==> src/rtl/wsg_pkg.sv <==
// Shared constants, types and the exp2 coefficient table of the windowed gain unit.
package wsg_pkg;

   localparam int WinMax    = 1024;
   localparam int PtrW      = $clog2(WinMax);
   localparam int WinW      = PtrW + 1;
   localparam int FracW     = 30;
   localparam int SumW      = 44;
   localparam int OpaW      = 64;
   localparam int OpbW      = SumW;
   localparam int DivSteps  = OpaW;
   localparam int SqrtSteps = OpaW / 2;
   localparam int CntW      = $clog2(DivSteps);

   typedef enum logic {
      OP_DIV,
      OP_SQRT
   } arith_op_type;

   typedef struct packed {
      logic         start;
      arith_op_type op;
   } arith_cmd_type;

   typedef struct packed {
      logic busy;
      logic done;
   } arith_stat_type;

   typedef logic [31:0] coef_tab_type [FracW];

   function automatic logic [63:0] isqrt_const(input logic [63:0] val);
      logic [63:0] v;
      logic [63:0] r;
      logic [63:0] b;
      v = val;
      r = '0;
      b = 64'h4000_0000_0000_0000;
      for (int i = 0; i < 32; i++) begin
         if (v >= r + b) begin
            v = v - (r + b);
            r = (r >> 1) + b;
         end else begin
            r = r >> 1;
         end
         b = b >> 2;
      end
      return r;
   endfunction

   // entry j holds the factor for fraction bit j, i.e. 2^(2^(j-30))
   function automatic coef_tab_type exp_coef_tab();
      coef_tab_type tab;
      logic [63:0]  c;
      c = 64'h8000_0000;
      for (int i = 1; i <= FracW; i++) begin
         c = isqrt_const(c << FracW);
         tab[FracW - i] = c[31:0];
      end
      return tab;
   endfunction

   localparam coef_tab_type ExpCoef = exp_coef_tab();

endpackage

==> src/rtl/wsg_arith_unit.sv <==
// Shared bit-serial divider and square root unit, one result bit per cycle.
module wsg_arith_unit (
   input  logic                        clock,
   input  logic                        reset,
   input  wsg_pkg::arith_cmd_type      cmd,
   input  logic [wsg_pkg::OpaW-1:0]    opa,
   input  logic [wsg_pkg::OpbW-1:0]    opb,
   output wsg_pkg::arith_stat_type     stat,
   output logic [wsg_pkg::OpaW-1:0]    result
);

   localparam int OpaW = wsg_pkg::OpaW;
   localparam int OpbW = wsg_pkg::OpbW;
   localparam int CntW = wsg_pkg::CntW;
   localparam logic [CntW-1:0] DivLast  = CntW'(wsg_pkg::DivSteps - 1);
   localparam logic [CntW-1:0] SqrtLast = CntW'(wsg_pkg::SqrtSteps - 1);
   localparam logic [OpaW-1:0] SqrtBit0 = OpaW'(1) << (OpaW - 2);

   logic                  busy_ff;
   logic                  done_ff;
   logic [CntW-1:0]       cnt_ff;
   wsg_pkg::arith_op_type op_ff;
   logic [OpbW-1:0]       dsor_ff;
   logic [OpbW:0]         rem_ff;
   logic [OpaW-1:0]       quo_ff;
   logic [OpaW-1:0]       sqv_ff;
   logic [OpaW-1:0]       sqr_ff;
   logic [OpaW-1:0]       sqb_ff;

   logic [OpbW:0]         rem_sh;
   logic                  div_ge;
   logic [OpaW-1:0]       sq_sum;
   logic                  sq_ge;
   logic [CntW-1:0]       last_cnt;

   assign rem_sh   = {rem_ff[OpbW-1:0], quo_ff[OpaW-1]};
   assign div_ge   = rem_sh >= {1'b0, dsor_ff};
   assign sq_sum   = sqr_ff + sqb_ff;
   assign sq_ge    = sqv_ff >= sq_sum;
   assign last_cnt = (op_ff == wsg_pkg::OP_DIV) ? DivLast : SqrtLast;

   always_ff @(posedge clock) begin
      if (reset) begin
         busy_ff <= 1'b0;
         done_ff <= 1'b0;
         cnt_ff  <= '0;
      end else begin
         done_ff <= 1'b0;
         if (cmd.start) begin
            busy_ff <= 1'b1;
            cnt_ff  <= '0;
            op_ff   <= cmd.op;
            quo_ff  <= opa;
            rem_ff  <= '0;
            dsor_ff <= opb;
            sqv_ff  <= opa;
            sqr_ff  <= '0;
            sqb_ff  <= SqrtBit0;
         end else if (busy_ff) begin
            if (op_ff == wsg_pkg::OP_DIV) begin
               rem_ff <= div_ge ? (rem_sh - {1'b0, dsor_ff}) : rem_sh;
               quo_ff <= {quo_ff[OpaW-2:0], div_ge};
            end else begin
               if (sq_ge) begin
                  sqv_ff <= sqv_ff - sq_sum;
                  sqr_ff <= (sqr_ff >> 1) + sqb_ff;
               end else begin
                  sqr_ff <= sqr_ff >> 1;
               end
               sqb_ff <= sqb_ff >> 2;
            end
            cnt_ff <= cnt_ff + 1'b1;
            if (cnt_ff == last_cnt) begin
               busy_ff <= 1'b0;
               done_ff <= 1'b1;
            end
         end
      end
   end

   assign stat.busy = busy_ff;
   assign stat.done = done_ff;
   assign result    = (op_ff == wsg_pkg::OP_DIV) ? quo_ff : sqr_ff;

`ifndef ASSERT_OFF
   a_start_when_free: assert property (@(posedge clock) disable iff (reset)
      cmd.start |-> !busy_ff) else $error("arith unit started while busy");
   a_done_pulse: assert property (@(posedge clock) disable iff (reset)
      done_ff |=> !done_ff) else $error("arith done held longer than one cycle");
   a_done_idle: assert property (@(posedge clock) disable iff (reset)
      done_ff |-> !busy_ff) else $error("arith done while still busy");
   a_sqrt_len: assert property (@(posedge clock) disable iff (reset)
      (busy_ff && op_ff == wsg_pkg::OP_SQRT) |-> (cnt_ff <= SqrtLast))
      else $error("square root ran past its step count");
`endif

endmodule
==> config.mk <==
export PLATFORM = sky130hd
export DESIGN_NAME = wsg_arith_unit
export DESIGN_NICKNAME = d
export VERILOG_FILES = /design/src/rtl/wsg_pkg.sv /design/src/rtl/wsg_arith_unit.sv
export SDC_FILE = /design/constraint.sdc
export NUM_CORES = 1
export LEC_CHECK = 0
export BUFFER_PORTS_ARGS = -buffer_cell sky130_fd_sc_hd__buf_2
export CAP_MARGIN = 5
export CORE_MARGIN = 2
export CORE_UTILIZATION = 50
export DETAILED_ROUTE_END_ITERATION = 16
export GPL_TIMING_DRIVEN = 0
export PLACE_DENSITY_LB_ADDON = 0.08
export SETUP_SLACK_MARGIN = 0.2
export SKIP_LAST_GASP = 1
export SLEW_MARGIN = 0
export SYNTH_ARGS = -nofsm -noshare
export SYNTH_HDL_FRONTEND = slang
export SYNTH_SLANG_ARGS = --single-unit
==> constraint.sdc <==
create_clock -name clock -period 14.45 [get_ports clock]
set_input_delay 0.7225 -clock clock [delete_from_list [all_inputs] [get_ports clock]]
set_output_delay 0.7225 -clock clock [all_outputs]
set_load 0.03 [all_outputs]
======== After elaboration in Yosys (flattened, before gate mapping) ========
Index checks and enable logic that the tools add are counted.
storage, ports and cells
  memory bits (writable) .................. 0
  input bits .............................. 112
  register bits ........................... 353
  output and inout port bits .............. 66
  bits in latches ......................... 0
  memories kept ........................... 0
  memory bits (read-only) ................. 0
  logic and storage cells ................. 51
operators by class
  reduce and logical (&&, ||, !) cells .... 9
  multiplexer cells ....................... 21
  $lt $le $gt $ge ......................... 2
  add/subtract/negate cells ............... 5
  divide/modulo/power cells ............... 0
  shift operators ......................... 0
  equality and inequality tests ........... 2
  bitwise operators ....................... 2
  multiply operators ...................... 0
operators by type and width
  kind                                                           count
  64-bit two-way mux                                             13
  44-bit two-way mux                                             3
  63-bit by 64-bit adder with 64-bit output                      1
  64-bit adder                                                   1
  64-bit >= comparator                                           1
  64-bit subtractor                                              1
  45-bit by 44-bit >= comparator with 1-bit output               1
  44-bit subtractor                                              1
  6-bit by 1-bit adder with 6-bit output, second input constant  1
  6-bit == test                                                  1
  6-bit two-way mux                                              1
  3-bit AND reduction                                            2
  2-bit nonzero test                                             3
  1-bit two-way mux                                              4
  4-bit AND reduction                                            1
  3-bit OR reduction                                             1
  2-bit inequality test, second input constant                   1
  1-bit inverter                                                 2
  2-bit AND reduction                                            1
  2-bit OR reduction                                             1

======== Logic depth before layout (Yosys ltp) ========
Gate-level depths: netlist of run 1.
  depth after elaboration ................. 6
  mapped depth ............................ 26
  gate-level depth less buffers ........... 23

======== Worst setup path after synthesis of run 1 ========
No wires, ideal clock.
  path type ............................... input -> register
  from .................................... in cmd[1] (netlist bit)
  to ...................................... reg sqv_ff[0] (enable)
  arrival time ............................ 10.455 ns
  slack ................................... 3.411 ns
  cell stages on the path ................. 6
  buffers on the path ..................... 3
  library setup time ...................... 0.584 ns
  required time ........................... 13.866 ns
  cell sequence ........................... clkbuf_1 -> clkbuf_1 -> clkbuf_1 -> a21oi_1 -> nor2_1 -> a21boi_0
on the way
  cells in the longest elaborated chain, start to end .. 2
  elaborated cells on any way between the ends .. 4
  classes of those cells .................. reduce/logical: 4
RTL lines
  what                                    line                  RTL
  start: declaration                      wsg_arith_unit.sv:5   input wsg_pkg::arith_cmd_type cmd,
  2-bit nonzero test (no source line)     n/a
  4-bit AND reduction (no source line) *  n/a
  end signal: assignment                  wsg_arith_unit.sv:56  sqv_ff <= opa;
  end signal: assignment                  wsg_arith_unit.sv:65  sqv_ff <= sqv_ff - sq_sum;
  end: declaration                        wsg_arith_unit.sv:26  logic [OpaW-1:0] sqv_ff;
Mark *: on every way between the ends. The rest lies on a longest branch, timed or not.
A chain may end at the register's enable or synchronous reset.

======== Worst setup path after layout of run 1 ========
  from .................................... reg sqr_ff[16]
  to ...................................... reg sqv_ff[44] (enable)
on the way
  cells in the longest elaborated chain, start to end .. 4
RTL lines
  what                                  line                  RTL
  start: declaration                    wsg_arith_unit.sv:27  logic [OpaW-1:0] sqr_ff;
  start signal: assignment              wsg_arith_unit.sv:66  sqr_ff <= (sqr_ff >> 1) + sqb_ff;
  start signal: assignment              wsg_arith_unit.sv:68  sqr_ff <= sqr_ff >> 1;
  64-bit adder                          wsg_arith_unit.sv:38  assign sq_sum = sqr_ff + sqb_ff;
  64-bit >= comparator                  wsg_arith_unit.sv:39  assign sq_ge = sqv_ff >= sq_sum;
  2-bit nonzero test (no source line)   n/a
  4-bit AND reduction (no source line)  n/a
No other way between the ends.

==> metrics.yaml, run 1 <==
layout:
  layout.nets: 3255
  drive_gt1_share_pct: 11.5
  area_growth_pct: 13.3
sta:
  period_share_pct: 59.0
  worstMarginPinSlew_ns: 1.43
  rsz0062_at_grt: "no"
  finalHoldViolCount: 0
  slew_headroom_pct: 4.50
  period_needed_ns: 8.53
  fin_hold_ws_ns: 0.318
  slew_violations: 0
  final.setup.tns_ns: 0
  finalSetupViolCount: 0
  fmaxAchievable_mhz: 117
  finalClockSkew_ns: 0.0168
logic_synthesis:
  syn_nets: 3026
  ys_top_cells_by_count: "313 x edfxtp_1, 313 x nand2_1, 302 x o21ai_0, 188 x a21oi_1, 181 x nor2_1"
  netlist_top_cells_area: "edfxtp_1 38%, ha_1 8.9%, o21ai_0 6.2%"
  async_flop_share_pct: 0
  synth_edf_count: 313
  yosysWarningCount: 0
  ys_types: 89
  synth_top_cell_by_area: "edfxtp_1"
  syn_avg_cell_area_um2: 8.96
  ys_seq_area_share_pct: 39.0
  synth_ff_type: "edfxtp_1"
  synth_cells: 2737
  ys_seq_elements: 321
  syn_area_mm2: 0.0245
  synth_top_cell_area_share_pct: 38.3
grt:
  first_global_vias: 21200
  met2_usage_pct: 48.6
  grt_util_met3_pct: 4.30
  grt_overflow_total: 0
  grt_pass1_wl_um: 119000
  grt.met1_usage_pct: 41.5
  busiest_layer: "met2"
  grt_max_degree: 38
  antenna_found_initial: 1
  grt_usage_pct: 30.2
critical_path:
  cp_max_fo: 27
  cp.required_ns: 14.72
  worstRegToRegCells: 24
  regToRegSetupSlack_ns: 5.92
  arrival_ns: 8.79
  crit_top_cell: "nand4_1"
  cp_slowest_cell: "a2111oi_0"
  path_class: "flip-flop to flip-flop"
  endpoint_kind: "flip-flop"
  max_stage_delay_ns: 0.79
  start_kind: "flip-flop"
  crit_chain: "ha_1 -> nand4_1 -> or2_2 -> a2111oi_2 -> o21bai_1 -> a2111oi_0 -> o21ai_1 -> o211ai_1 -> nand2b_1 -> a21boi_1 -> xnor2_1 -> ha_1 -> nand4_1 -> nor3_1 -> nand4_1 -> o31ai_1 -> a221oi_1 -> o2bb2ai_1 -> a21oi_1 -> buf_2 -> buf_2 -> a21boi_4 -> buf_12 -> buf_12"
place:
  globalplace.congestion: 0.938
  hpwl_um: 60000
  port_buffers: 177
worst_hold_path:
  min_path_cells: 1
  hp-class: "primary input to flip-flop"
power_and_ir_drop:
  p_per_area_mw_per_mm2: 131
  vdd_ir_drop_max_v: 0.000101
  p_leak_nw: 11.0
clocking:
  clock_sinks: 321
  cts_setup_buffers: 0
  cts_tree: "done"
  ctsHoldBuffers: 0
  cts.reportedPaths.clkPinSlew_ns: 0.06
  clockBufferDepth: 3
  cts_resized: 0
  numCtsBuffers: 39
  clockRootBuffer: "clkbuf_16"
  h-tree-depth: 2
  clk-insertion-delay-late_ns: 0.58
route:
  vias: 21800
  drtPass1Iterations: 6
  routed_wl_um: 77100
  drc: 0
  wl_per_cell_um: 21.3
  antenna_left: 0
  viasPerCell: 6.04
  drt_first_iter_violations: 1917
floorplanning:
  die_w_um: 225
  ioPinCount: 178
  rows: 81
  core-area_mm2: 0.0486
  start_util_pct: 50.4
  dieArea_mm2: 0.0508
  die_h_um: 225
run:
  cap_viol_max_count: 0
outcome:
  status: "complete, no violations"
-- sequential cells by signal, summed over array words and instances (netlist names) --
name and cells:
sqr_ff 64, rem_ff 44, dsor_ff 44, sqv_ff 64, cnt_ff 6, quo_ff 64
sqb_ff 32, busy_ff 1, done_ff 1, op_ff 1
-- worst max-delay path, delay by kind of cell (launching register included) --
kind	cells	cell delay (ns)
compound gates	11	4.07
simple gates	6	1.46
buf+inv	4	1.09
fa+ha+maj	2	0.86
flops	1	0.54
xor+xnor	1	0.12
-- cells by family after synthesis --
kind of cell	count (synthesis)	share of synthesized area, %
XOR/XNOR	202	7.22
multiplexers	32	1.32
buffers and inverters	287	4.65
AO/OA/AOI/OAI	900	23.1
AND/OR/NAND/NOR	818	15.6
flip-flops	321	39.0
adder cells (fa/ha/maj)	177	9.09
-- path summary, 6_finish.rpt --
path                                                from                      to
worst min-delay path                             opb[19]   dsor_ff[19]$_DFFE_PP_
worst min register to register    cnt_ff[5]$_SDFFE_PP0P_  cnt_ff[5]$_SDFFE_PP0P_
worst max-delay path            sqr_ff[16]$_SDFFCE_PP0P_    sqv_ff[44]$_DFFE_PP_
worst max register to register  sqr_ff[16]$_SDFFCE_PP0P_    sqv_ff[44]$_DFFE_PP_
-- per-layer routing --
layer,vias to the layer above,wire length (um)
li1,10500,-
met1,10500,35100
met4,0,2590
met3,139,4700
met5,-,0
met2,700,34700
-- through the flow --
stage	power, mW	util, %	cells	worst slack, ns	area [um2]
2_1_floorplan	2.20	-	2737	3.41	24500
3_3_place_gp	2.56	53.8	3536	-3.87	26200
3_5_place_dp	2.57	54.4	3547	6.23	26500
4_1_cts	3.63	57.1	3615	6.18	27800
5_1_grt	3.82	57.1	3615	5.46	27800
6_report	3.63	57.1	3616	5.92	27800
-- where the power goes --
group,total (mW),switching (mW),internal (mW)
clock network,1.05,0.415,0.631
logic,1.39,0.879,0.507
registers,1.20,0.0569,1.14
total,3.63,1.35,2.28
-- cell usage in the layout, fill, tap and decap left out, drive strengths merged, types with 9 or more instances in the layout --
master / synthesis / routed
xor2: 93 / 93
o22ai: 9 / 9
a211oi: 41 / 41
nor2b: 67 / 67
o21a: 21 / 21
o21ai: 319 / 319
xnor2: 109 / 109
inv: 149 / 150
nand2b: 16 / 16
ha: 175 / 175
o211ai: 11 / 11
nor2: 183 / 183
nand4: 64 / 64
nand2: 313 / 313
nand3: 41 / 41
nor3: 36 / 36
clkinv: 0 / 10
o21bai: 38 / 38
o41ai: 10 / 10
o31ai: 20 / 20
a21boi: 20 / 20
a31oi: 64 / 64
clkbuf: 99 / 146
or3: 23 / 23
and2: 22 / 22
buf: 39 / 227
a21oi: 189 / 189
a21o: 75 / 75
and3: 19 / 19
mux2i: 29 / 29
a31o: 23 / 23
nor4: 11 / 11
edfxtp: 313 / 313
-- cell type report --
type,instances,area [um2]
multi-input combinational,2129,13900
tap,622,778
buffer,138,581
timing repair buffer,188,1120
clock buffer,47,1030
antenna,1,2.50
fill,4464,20900
clock inverter,21,297
sequential,321,9560
inverter,149,559
Power figures use the tool's default switching activity.
==> run 2: changes to the inputs <==
ABC_AREA = 1   (was not set)
clock period = 7.1 ns   (was 14.45 ns; I/O delays follow)
==> metrics.yaml, run 2 <==
floorplanning:
  ioPinCount: 178
  rows: 91
  die_h_um: 253
  core-area_mm2: 0.0615
  dieArea_mm2: 0.0640
  die_w_um: 253
  start_util_pct: 50.4
clocking:
  clk-insertion-delay-late_ns: 0.57
  clock_sinks: 321
  cts_tree: "done"
  cts_resized: 0
  cts.reportedPaths.clkPinSlew_ns: 0.06
  clockRootBuffer: "clkbuf_16"
  clockBufferDepth: 3
  numCtsBuffers: 40
  h-tree-depth: 2
logic_synthesis:
  synth_cells: 4973
  yosysWarningCount: 0
  ys_types: 48
  yosysMostFrequentCell: "nand2_1"
  syn_nets: 5262
  synth_edf_count: 313
  syn_area_mm2: 0.0310
  async_flop_share_pct: 0
  synth_top_cell_by_area: "edfxtp_1"
  syn_avg_cell_area_um2: 6.23
  synth_ff_type: "edfxtp_1"
  synth_top_cell_area_share_pct: 30.3
  ys_top_cells_by_count: "1820 x nand2_1, 873 x inv_1, 471 x nor2_1, 316 x nand3_1, 313 x edfxtp_1"
  netlist_top_cells_area: "edfxtp_1 30%, nand2_1 22%, inv_1 11%"
  ys_seq_area_share_pct: 30.9
  ys_seq_elements: 321
run:
  cap_viol_max_count: 0
worst_hold_path:
  min_path_cells: 3
  hold_start: "opa[1]"
  hp-class: "primary input to flip-flop"
  whs_endpoint: "sqv_ff[1]$_DFFE_PP_"
sta:
  finalClockSkew_ns: 0.0144
  slew_headroom_pct: 14.8
  period_share_pct: 85.3
  rsz0062_at_grt: "no"
  finalSetupViolCount: 0
  fmaxAchievable_mhz: 165
  worstMarginPinSlew_ns: 1.28
  fin_hold_ws_ns: 0.0817
  period_needed_ns: 6.06
  finalHoldViolCount: 0
  slew_violations: 0
layout:
  layout_commonest_cell: "nand2_1"
  mostFrequentLayoutCells: "1819 x nand2_1, 872 x inv_1, 470 x nor2_1"
  area_growth_pct: 12.2
  drive_gt1_share_pct: 6.28
  reg_top3: "quo_ff (64), sqr_ff (64), sqv_ff (64)"
  layout.nets: 5533
  n_antenna_cell: 0
  fin_area_mm2: 0.0348
grt:
  grt_pass1_wl_um: 178000
  grt.met1_usage_pct: 58.6
  grt_usage_pct: 37.4
  grt_util_met3_pct: 9.51
  met2_usage_pct: 50.0
  first_global_vias: 28900
  busiest_layer: "met1"
  grt_max_degree: 69
  antenna_found_initial: 4
  grt_overflow_total: 0
critical_path:
  regToRegSetupSlack_ns: 1.04
  r2r_end: "sqv_ff[2]$_DFFE_PP_"
  path_class: "flip-flop to flip-flop"
  start_kind: "flip-flop"
  cp_max_fo: 64
  cp.required_ns: 7.29
  arrival_ns: 6.24
  reg2reg_from: "sqr_ff[2]$_SDFFCE_PP0P_"
  worstRegToRegCells: 21
  endpoint_kind: "flip-flop"
route:
  vias: 33200
  routed_wl_um: 123000
  antenna_left: 0
  drc: 0
  wl_per_cell_um: 20.2
  drt_first_iter_violations: 4463
  viasPerCell: 5.48
  drtPass1Iterations: 8
power_and_ir_drop:
  p_leak_nw: 18.0
  power_frac_clock_pct: 23.8
  vdd_ir_drop_max_v: 0.000225
  p_per_area_mw_per_mm2: 255
  p_switching_mw: 3.97
  pwr-share-seq_pct: 28.5
  p_comb_share_pct: 47.7
  power.total_mw: 8.85
  switching_share_pct: 44.9
  p_int_mw: 4.88
place:
  hpwl_um: 101000
  port_buffers: 177
  globalplace.congestion: 1.06
  place_area_mm2: 0.0330
outcome:
  status: "complete, no violations"
[run 2: changes by cell type after synthesis, moves of 28 or more]
cell      delta
a21o_1      -66
a211oi_1    -38
a21oi_1     +67
nor2_1     +290
inv_1      +724
mux2i_1     -29
nand3_1    +275
nand2_1   +1507
a31oi_1     -62
xnor2_1     -67
nor2b_1     -67
xor2_1      -28
clkbuf_1    -49
[run 2: power by group through the flow]
| stage | Clock [mW] | Sequential, mW | Combinational (mW) |
|---|---|---|---|
| after global routing | 2.19 | 2.54 | 4.64 |
| after global placement | 0 | 2.57 | 4.02 |
| after floorplan | 0 | 2.50 | 2.83 |
| after CTS | 2.12 | 2.52 | 4.10 |
| after detailed placement | 0 | 2.55 | 4.06 |
| final | 2.11 | 2.52 | 4.22 |
[run 2: area by class of cell]
cell class	count	area (um2)
Buffer	116	581
Multi-Input combinational cell	3656	17600
Fill cell	6303	26700
Inverter	880	3310
Clock inverter	23	250
Timing Repair Buffer	229	1480
Sequential cell	321	9560
Tap cell	790	988
Clock buffer	46	1040
[run 2: per-stage QoR]
stage | utilization (%) | std cells | TNS, ns | setup WS [ns]
floorplan | - | 4973 | 0 | 0.282
global placement | 53.4 | 5940 | -482.71 | -3.43
detailed placement | 53.7 | 5946 | 0 | 1.35
CTS | 56.6 | 6061 | 0 | 1.31
global route | 56.6 | 6061 | 0 | 0.727
finish | 56.6 | 6061 | 0 | 1.04
[run 2: worst max path at each step]
stage                                 to  depth (start not counted)               startpoint
floorplan            quo_ff[0]$_DFFE_PP_                          5                   cmd[1]
global placement    quo_ff[19]$_DFFE_PP_                          6                   cmd[1]
detailed placement   sqv_ff[2]$_DFFE_PP_                         21  sqr_ff[2]$_SDFFCE_PP0P_
CTS                 sqv_ff[11]$_DFFE_PP_                         21  sqr_ff[2]$_SDFFCE_PP0P_
global route        sqv_ff[11]$_DFFE_PP_                         21  sqr_ff[2]$_SDFFCE_PP0P_
finish               sqv_ff[2]$_DFFE_PP_                         21  sqr_ff[2]$_SDFFCE_PP0P_
[run 2: timing repair]
item	in CTS	in global routing
buffers inserted	0	0
hold buffers	46	0
hold endpoints to repair	46	0
[run 2: routing by layer]
metal  part of all wire, %  vias up
li1                      -    16300
met1                    46    14900
met2                    38     1826
met3                    14      148
met4                   2.4        2
met5                 0.011        -
[run 2: cell families (layout without fill, tap and decap cells)]
kind of cell / after synthesis / after routing / share of synthesized area, %
AOI/OAI and AO/OA: 603 / 603 / 10.2
buffers and inverters: 996 / 1294 / 12.5
adders and majority gates: 177 / 177 / 7.20
and+or+nand+nor: 2769 / 2769 / 36.2
xor gates and xnor gates: 107 / 107 / 3.03
DFF: 321 / 321 / 30.9
[run 2: worst max-delay path: stages, from the launching register on]
cell and delay [ns]:
edfxtp_1 0.53, ha_1 0.39, nand3_1 0.10, o21ai_0 0.41, inv_1 0.08, o21bai_1 0.31
nand3_1 0.11, nand2_1 0.27, nand3_1 0.24, nand3_1 0.12, nand2_1 0.15, ha_1 0.42
nand2_1 0.09, nor2_1 0.18, nand2_1 0.17, nor2_4 0.19, and3_1 0.28, nand2_4 0.18
nand2_4 0.26, buf_6 0.23, o21ai_0 0.16, inv_4 0.70
